==> config.mk <==
export PLATFORM = sky130hd
export DESIGN_NAME = multi_timer_table
export DESIGN_NICKNAME = d
export VERILOG_FILES = /design/src/mtt_pkg.sv /design/src/mtt_ctrl.sv /design/src/mtt_dp.sv /design/src/multi_timer_table.sv
export SDC_FILE = /design/constraint.sdc
export NUM_CORES = 2
export LEC_CHECK = 0
export CAP_MARGIN = 30
export CORE_MARGIN = 2
export CORE_UTILIZATION = 46
export DETAILED_ROUTE_END_ITERATION = 16
export DONT_BUFFER_PORTS = 1
export GPL_TIMING_DRIVEN = 0
export PLACE_DENSITY = 0.57
export SLEW_MARGIN = 20
export SYNTH_ARGS = -nofsm -noshare
export SYNTH_HDL_FRONTEND = slang
export SYNTH_SLANG_ARGS = --single-unit
==> constraint.sdc <==
create_clock -name clk -period 32.1 [get_ports clk]
set_input_delay 4.815 -clock clk [delete_from_list [all_inputs] [get_ports clk]]
set_output_delay 4.815 -clock clk [all_outputs]
set_load 0.05 [all_outputs]
==> src/mtt_pkg.sv <==
// ----------------------------------------------------------------------------
// mtt_pkg
// Shared types and codes of the multi-channel timer table.
// ----------------------------------------------------------------------------
package mtt_pkg;

  localparam int unsigned IdW   = 32;
  localparam int unsigned TimeW = 48;
  localparam int unsigned MaxRes = 16;

  localparam logic [1:0] ACT_REG   = 2'd0;
  localparam logic [1:0] ACT_UNREG = 2'd1;
  localparam logic [1:0] ACT_TICK  = 2'd2;
  localparam logic [1:0] ACT_NONE  = 2'd3;

  localparam logic [1:0] KIND_REG   = 2'd0;
  localparam logic [1:0] KIND_UNREG = 2'd1;
  localparam logic [1:0] KIND_FIRE  = 2'd2;
  localparam logic [1:0] KIND_IDLE  = 2'd3;

  localparam logic [2:0] ST_OK       = 3'd0;
  localparam logic [2:0] ST_ZERO_ID  = 3'd1;
  localparam logic [2:0] ST_FULL     = 3'd2;
  localparam logic [2:0] ST_NOT_FND  = 3'd3;
  localparam logic [2:0] ST_ZERO_REP = 3'd4;

  localparam logic [31:0] FOREVER = 32'hFFFF_FFFF;

  typedef struct packed {
    logic start;     // begin a scan with a new request
    logic step;      // examine current slot
    logic emit_idle; // close a tick: held fire as last, or idle reply
    logic finish;    // register/unregister reply
  } mtt_cmd_t;

  typedef struct packed {
    logic scan_done; // last slot examined
    logic hit;       // current slot fires this cycle
    logic full16;    // next fire reaches the result limit
  } mtt_stat_t;

endpackage

==> src/mtt_ctrl.sv <==
// ----------------------------------------------------------------------------
// mtt_ctrl
// Sequencer: accept one request, scan slots, drive result handshake.
// ----------------------------------------------------------------------------
module mtt_ctrl
  import mtt_pkg::*;
(
  input  logic      clk,
  input  logic      rst_n,
  input  logic      in_valid,
  output logic      in_ready,
  input  logic [1:0] in_action,
  input  logic      out_busy,
  input  mtt_stat_t stat,
  output mtt_cmd_t  cmd
);

  typedef enum logic [1:0] {S_IDLE, S_SCAN, S_WAIT} state_t;
  state_t state_r, state_nxt;
  logic   tick_r, tick_nxt;

  assign in_ready = (state_r == S_IDLE) && !out_busy;

  always_comb begin
    state_nxt = state_r;
    tick_nxt  = tick_r;
    cmd       = '0;
    unique case (state_r)
      S_IDLE: begin
        if (in_valid && in_ready && (in_action != ACT_NONE)) begin
          cmd.start = 1'b1;
          tick_nxt  = (in_action == ACT_TICK);
          state_nxt = S_SCAN;
        end
      end
      S_SCAN: begin
        if (!out_busy) begin
          cmd.step = 1'b1;
          if (stat.scan_done || (stat.hit && stat.full16)) begin
            state_nxt = S_WAIT;
          end
        end
      end
      S_WAIT: begin
        if (!out_busy) begin
          if (!tick_r) cmd.finish = 1'b1;
          else cmd.emit_idle = 1'b1;
          state_nxt = S_IDLE;
        end
      end
      default: state_nxt = S_IDLE;
    endcase
  end

  always_ff @(posedge clk) begin
    if (!rst_n) begin
      state_r <= S_IDLE;
      tick_r  <= 1'b0;
    end else begin
      state_r <= state_nxt;
      tick_r  <= tick_nxt;
    end
  end

endmodule

==> src/mtt_dp.sv <==
// ----------------------------------------------------------------------------
// mtt_dp
// Slot storage, time counter, scan pointer and output register.
// ----------------------------------------------------------------------------
module mtt_dp
  import mtt_pkg::*;
#(
  parameter int unsigned SLOTS = 16
) (
  input  logic        clk,
  input  logic        rst_n,
  input  mtt_cmd_t    cmd,
  output mtt_stat_t   stat,
  input  logic [1:0]  in_action,
  input  logic [31:0] in_timer_id,
  input  logic [31:0] in_interval_ms,
  input  logic [31:0] in_repeat_count,
  output logic        out_busy,
  output logic        out_valid,
  input  logic        out_ready,
  output logic [1:0]  out_kind,
  output logic [2:0]  out_status,
  output logic [31:0] out_fired_id,
  output logic [31:0] out_elapsed_ms,
  output logic        out_last
);

  localparam int unsigned SW = (SLOTS > 1) ? $clog2(SLOTS) : 1;
  localparam int unsigned CW = $clog2(MaxRes + 1);

  logic [SLOTS-1:0] valid_r;
  logic [31:0]      id_m   [SLOTS];
  logic [31:0]      ivl_m  [SLOTS];
  logic [31:0]      rem_m  [SLOTS];
  logic [TimeW-1:0] lst_m  [SLOTS];
  logic [TimeW-1:0] nxt_m  [SLOTS];

  logic [TimeW-1:0] now_r;
  logic [SW-1:0]    ptr_r;
  logic [CW-1:0]    cnt_r;
  logic [1:0]       act_r;
  logic [31:0]      id_r, ivl_r, rep_r;
  logic             found_r, free_r;
  logic [SW-1:0]    fslot_r, eslot_r;

  logic        hv_r;
  logic [31:0] hid_r, hel_r;

  logic        ov_r;
  logic [1:0]  ok_r;
  logic [2:0]  os_r;
  logic [31:0] oid_r, oel_r;
  logic        ol_r;

  logic [31:0]      c_id, c_ivl, c_rem, rem_dec, el;
  logic [TimeW-1:0] c_lst, c_nxt, dt;
  logic             c_v, due, last_slot, wr_fire, ld_out;

  assign c_v   = valid_r[ptr_r];
  assign c_id  = id_m[ptr_r];
  assign c_ivl = ivl_m[ptr_r];
  assign c_rem = rem_m[ptr_r];
  assign c_lst = lst_m[ptr_r];
  assign c_nxt = nxt_m[ptr_r];
  assign due   = c_v && (c_nxt <= now_r) && (act_r == ACT_TICK);
  assign dt    = now_r - c_lst;
  assign el    = (dt[TimeW-1:32] != '0) ? FOREVER : dt[31:0];
  assign rem_dec = (c_rem == FOREVER) ? c_rem : c_rem - 32'd1;
  assign last_slot = (ptr_r == SW'(SLOTS - 1));

  assign stat.hit       = due;
  assign stat.scan_done = last_slot;
  assign stat.full16    = (cnt_r == CW'(MaxRes - 1));

  // hold each fire until the next one or the end of the tick decides tlast
  assign wr_fire = cmd.step && due;
  assign ld_out  = (wr_fire && hv_r) || cmd.emit_idle || cmd.finish;

  assign out_busy = ov_r && !out_ready;

  always_ff @(posedge clk) begin
    if (!rst_n) begin
      valid_r <= '0;
      now_r   <= '0;
      ov_r    <= 1'b0;
    end else begin
      if (ld_out) ov_r <= 1'b1;
      else if (out_valid && out_ready) ov_r <= 1'b0;
      if (cmd.start && in_action == ACT_TICK) now_r <= now_r + TimeW'(1);
      if (wr_fire && rem_dec == 32'd0) valid_r[ptr_r] <= 1'b0;
      if (cmd.finish) begin
        if (act_r == ACT_REG && id_r != '0 && rep_r != '0 && (found_r || free_r))
          valid_r[found_r ? fslot_r : eslot_r] <= 1'b1;
        if (act_r == ACT_UNREG && id_r != '0 && found_r)
          valid_r[fslot_r] <= 1'b0;
      end
    end
  end

  always_ff @(posedge clk) begin
    if (cmd.start) begin
      ptr_r   <= '0;
      cnt_r   <= '0;
      act_r   <= in_action;
      id_r    <= in_timer_id;
      ivl_r   <= in_interval_ms;
      rep_r   <= in_repeat_count;
      found_r <= 1'b0;
      free_r  <= 1'b0;
      hv_r    <= 1'b0;
    end
    if (cmd.step) begin
      if (!last_slot) ptr_r <= ptr_r + SW'(1);
      if (c_v && c_id == id_r && !found_r) begin
        found_r <= 1'b1;
        fslot_r <= ptr_r;
      end
      if (!c_v && !free_r) begin
        free_r  <= 1'b1;
        eslot_r <= ptr_r;
      end
    end
    if (wr_fire) begin
      cnt_r <= cnt_r + CW'(1);
      rem_m[ptr_r] <= rem_dec;
      lst_m[ptr_r] <= now_r;
      nxt_m[ptr_r] <= c_nxt + TimeW'(c_ivl);
      hv_r  <= 1'b1;
      hid_r <= c_id;
      hel_r <= el;
      if (hv_r) begin
        ok_r  <= KIND_FIRE;
        os_r  <= ST_OK;
        oid_r <= hid_r;
        oel_r <= hel_r;
        ol_r  <= 1'b0;
      end
    end
    if (cmd.emit_idle) begin
      ok_r  <= hv_r ? KIND_FIRE : KIND_IDLE;
      os_r  <= ST_OK;
      oid_r <= hv_r ? hid_r : '0;
      oel_r <= hv_r ? hel_r : '0;
      ol_r  <= 1'b1;
      hv_r  <= 1'b0;
    end
    if (cmd.finish) begin
      oid_r <= '0; oel_r <= '0; ol_r <= 1'b1;
      if (act_r == ACT_REG) begin
        ok_r <= KIND_REG;
        if (id_r == '0) os_r <= ST_ZERO_ID;
        else if (rep_r == '0) os_r <= ST_ZERO_REP;
        else if (!found_r && !free_r) os_r <= ST_FULL;
        else begin
          os_r <= ST_OK;
          id_m [found_r ? fslot_r : eslot_r] <= id_r;
          ivl_m[found_r ? fslot_r : eslot_r] <= ivl_r;
          rem_m[found_r ? fslot_r : eslot_r] <= rep_r;
          lst_m[found_r ? fslot_r : eslot_r] <= now_r;
          nxt_m[found_r ? fslot_r : eslot_r] <= now_r + TimeW'(ivl_r);
        end
      end else begin
        ok_r <= KIND_UNREG;
        if (id_r == '0) os_r <= ST_ZERO_ID;
        else if (!found_r) os_r <= ST_NOT_FND;
        else os_r <= ST_OK;
      end
    end
  end

  assign out_valid      = ov_r;
  assign out_kind       = ok_r;
  assign out_status     = os_r;
  assign out_fired_id   = oid_r;
  assign out_elapsed_ms = oel_r;
  assign out_last       = ol_r;

endmodule

==> src/multi_timer_table.sv <==
// Result: the final result is registered from S_WAIT after the scan, sooner when
// a tick reaches the result limit early; output stalls add to this.
// Throughput: no new request until the previous reply is loaded; one slot per cycle when unstalled.
// A fire is held until the next is found or the tick ends; a full output stalls it.
// Reset: synchronous active-low; clears slot valid bits, time and control.
// ----------------------------------------------------------------------------
// multi_timer_table
// Table of periodic timers with register, unregister and tick requests.
// ----------------------------------------------------------------------------
module multi_timer_table
  import mtt_pkg::*;
#(
  parameter int unsigned SLOTS = 16
) (
  input  logic         clk,
  input  logic         rst_n,
  input  logic         in_tvalid,
  output logic         in_tready,
  input  logic [103:0] in_tdata,  // action[1:0] timer_id interval_ms repeat_count, pad
  output logic         out_tvalid,
  input  logic         out_tready,
  output logic [71:0]  out_tdata, // kind[1:0] status[4:2] fired_id elapsed_ms, pad
  output logic         out_tlast
);

  mtt_cmd_t  cmd;
  mtt_stat_t stat;
  logic      busy;

  mtt_ctrl u_ctrl (
    .clk, .rst_n, .in_valid(in_tvalid), .in_ready(in_tready),
    .in_action(in_tdata[1:0]), .out_busy(busy), .stat, .cmd
  );

  mtt_dp #(.SLOTS(SLOTS)) u_dp (
    .clk, .rst_n, .cmd, .stat,
    .in_action(in_tdata[1:0]), .in_timer_id(in_tdata[33:2]),
    .in_interval_ms(in_tdata[65:34]), .in_repeat_count(in_tdata[97:66]),
    .out_busy(busy), .out_valid(out_tvalid), .out_ready(out_tready),
    .out_kind(out_tdata[1:0]), .out_status(out_tdata[4:2]),
    .out_fired_id(out_tdata[36:5]), .out_elapsed_ms(out_tdata[68:37]),
    .out_last(out_tlast)
  );

  assign out_tdata[71:69] = '0;

endmodule

==> impl_metrics.ini <==
[sta]
finalCritPeriodShare = 0.367
slew_headroom = 0.267
finalCriticalPeriod_ns = 11.80
max_freq_mhz = 84.8
setup_tns_ns = 0
tightest_slew_ns = 1.10
drv_slew = 0
finalSetupViolCount = 0
fin_skew_ns = 0.0964
hold_viol_final = 0
rsz0062_at_grt = false

[placement]
dpl.hpwl_um = 273000
dpl_cell_area_um2 = 149000
gp_congestion = 0.894
port_buffers = 0

[synthesis]
avgSynthCellArea_um2 = 20.5
ys_types = 96
ys_seq_area_frac = 0.734
async_flop_share = 0
synthCells = 6681
synth_area_um2 = 137000
synthFlopType = edfxtp_1
yosys-top-cells-area = edfxtp_1 71%, mux4_2 15%, dfxtp_1 2.0%
synth_edf_count = 3252
synth_top_area_cell = edfxtp_1
ys_ff_latch = 3392
ys_warn_count = 0
yosysTopAreaCellShare = 0.713

[route]
routed_wirelength_um = 394000
viasPerCell = 6.18
num_vias = 71800
wl_per_cell_um = 33.9
drt.antenna.violating_nets = 0
dr.pass1.iters = 8
drc = 0
drtIter0Drc = 8651

[finish]
nNetsFinal = 7657
fillers = 22600
drive_gt1_frac = 0.267
postLayoutCellArea_um2 = 161000
area_growth_pct = 17.3

[critical_path]
arrival_ns = 12.68
crit_path_max_fanout = 36
crit_slowest_cell = a22oi_1
cpMostUsedCell = buf_2
crit_path_max_incr_delay_ns = 0.86
start_kind = register
critPathRequiredTime_ns = 32.99
rr_worst_depth = 27
cp-end-kind = register
worstSetupPathType = register to register

[clocking]
clock_path_buffers = 4
numClockSinks = 3392
clk_latency_ns = 0.98
post_cts_resized = 0
cts_buffers = 352
postCtsSetupBuffers = 0
cts_root_buf = clkbuf_16
postCtsHoldBufs = 0
h-tree-depth = 5
clkTransAtPathRegs_ns = 0.06
cts_tree = yes

[power]
p_leak_nw = 50.0
powerDensity_nw_per_um2 = 70.9
irDropWorstVdd_mv = 0.0554

[flow_run]
drv_cap = 0

[floorplanning]
start_util = 0.462
ioPinCount = 183
core_um2 = 297000
fp.dieW_um = 550
rows = 200
die_area_um2 = 302000
chipHeight_um = 550

[grt]
grt_pass1_vias = 72100
grt_max_degree = 64
grt_overflow = 0
grt_pass1_wl_um = 551000
grt_use_total = 0.260
antenna_found_initial = 17

[hold_path]
hold_class = register to register
hold_depth = 1

[outcome]
status = finished, final reports clean
sequential cells by signal, summed over array words and instances (netlist names), 48 cells and up:
signal	cells
u_dp.nxt_m	768
u_dp.now_r	48
u_dp.rem_m	512
u_dp.ivl_m	512
u_dp.lst_m	768
u_dp.id_m	512
Yosys cell counts, types with 10 or more instances:
cell type  count
xnor2_1      163
edfxtp_1    3252
buf_2         80
a22o_1        69
xor2_1        52
o21a_1        34
nand4_1       55
o31ai_1       10
a21oi_1      142
nor3_1        68
mux4_2       909
a31oi_1       23
buf_4         20
nor2_1       180
o221a_2       12
mux4_1        28
or3_1         54
o21bai_1      13
nand3_1       47
nor4_1        34
buf_6         12
o211ai_1      10
inv_1        139
nand2b_1      24
clkbuf_1     160
a21boi_0      13
ha_1         168
and3_1        17
nand2_1      192
a22oi_1       47
or2_2         14
nor2b_1       32
dfxtp_1      140
o21ai_0      110
a21o_1        91
and2_1        53
mux2i_1       23
a211oi_1      22
buf_1         19
cell type report:
cell class / count / area, um2 / share of cell area
diodes: 6 / 15.0 / 0.0000935
plain buffers: 298 / 1520 / 0.00948
clock buffers: 459 / 9510 / 0.0592
clock inverters: 183 / 1920 / 0.0120
inverters: 140 / 538 / 0.00335
multi-input cells: 2853 / 34900 / 0.217
flip-flops and latches: 3392 / 100000 / 0.625
well taps: 3939 / 4930 / 0.0307
repair buffers: 341 / 6830 / 0.0425
report_power, final:
group,internal (mW),total [mW],switching [mW],leakage (nW)
combinational,0.767,2.07,1.30,14.9
clock,2.31,4.05,1.74,5.55
sequential,5.25,5.28,0.0324,29.5
total,8.32,11.4,3.07,50.0
stage by stage:
step | hold WS (ns) | cells | util | setup WS [ns] | power [mW]
after global routing | 0.471 | 11600 | 0.542 | 20.22 | 11.8
after CTS | 0.453 | 11600 | 0.540 | 20.35 | 11.4
final | 0.451 | 11600 | 0.542 | 20.30 | 11.4
after global placement | 0.441 | 10600 | 0.478 | 6.50 | 7.30
after detailed placement | 0.440 | 10900 | 0.502 | 20.33 | 7.41
after floorplan | 0.424 | 6683 | - | 19.26 | 6.63
critical path, delay by kind of cell (launching register included):
| kind | cells | cell delay [ns] |
|---|---|---|
| and+or+nand+nor | 2 | 0.53 |
| muxes | 2 | 1.03 |
| DFF | 1 | 0.48 |
| buffers and inverters | 17 | 6.85 |
| AOI/OAI and AO/OA | 5 | 2.35 |
| adders and majority gates | 1 | 0.34 |
path summary, 6_finish.rpt:
check                                             end           start  slack [ns]
worst min register to register  u_dp.out_fired_id[28]  u_dp.hid_r[28]        0.45
worst max-delay path            u_dp.out_fired_id[16]   u_dp.ptr_r[1]       20.30
worst max register to register  u_dp.out_fired_id[16]   u_dp.ptr_r[1]       20.30
worst min-delay path            u_dp.out_fired_id[28]  u_dp.hid_r[28]        0.45
metal layers:
layer	vias to the layer above	part of all wire	track usage
met1	38700	0.41	0.364
met2	3112	0.48	0.422
met3	572	0.074	0.0400
met5	-	0.000033	0
met4	2	0.034	0.0809
li1	29300	-	-
cell usage in the layout, fill, tap and decap left out, types with 29 or more instances in the layout:
| cell type | synthesis | routed |
|---|---|---|
| ha_1 | 168 | 168 |
| a21oi_1 | 142 | 133 |
| inv_1 | 139 | 137 |
| and2_1 | 53 | 53 |
| buf_16 | 0 | 125 |
| o21ai_0 | 110 | 83 |
| nand4_1 | 55 | 55 |
| a22o_1 | 69 | 69 |
| clkinv_1 | 1 | 65 |
| clkinv_2 | 0 | 54 |
| edfxtp_1 | 3252 | 3252 |
| o21a_1 | 34 | 34 |
| mux4_2 | 909 | 909 |
| xor2_1 | 52 | 52 |
| nor2_4 | 0 | 32 |
| buf_12 | 6 | 125 |
| buf_8 | 1 | 29 |
| nand2_1 | 192 | 192 |
| a22oi_1 | 47 | 47 |
| nor2b_1 | 32 | 32 |
| nand3_1 | 47 | 47 |
| a21o_1 | 91 | 91 |
| nor4_1 | 34 | 34 |
| or3_1 | 54 | 54 |
| buf_4 | 20 | 55 |
| clkbuf_1 | 160 | 226 |
| buf_2 | 80 | 89 |
| nor3_1 | 68 | 66 |
| dfxtp_1 | 140 | 119 |
| nor2_1 | 180 | 146 |
| clkbuf_16 | 0 | 358 |
| buf_6 | 12 | 32 |
| xnor2_1 | 163 | 163 |
cell families (layout without fill, tap and decap cells):
family / count (synthesis) / after routing / share of synthesized area
buffers and inverters: 438 / 1421 / 0.0147
other: 1 / 9 / 0.0000274
adders and majority gates: 171 / 171 / 0.0158
and+or+nand+nor: 822 / 822 / 0.0310
muxes: 961 / 961 / 0.157
xor gates and xnor gates: 215 / 215 / 0.0137
AOI/OAI and AO/OA: 681 / 681 / 0.0346
DFF: 3392 / 3392 / 0.734
No activity file was read; power rests on OpenSTA's default activity.
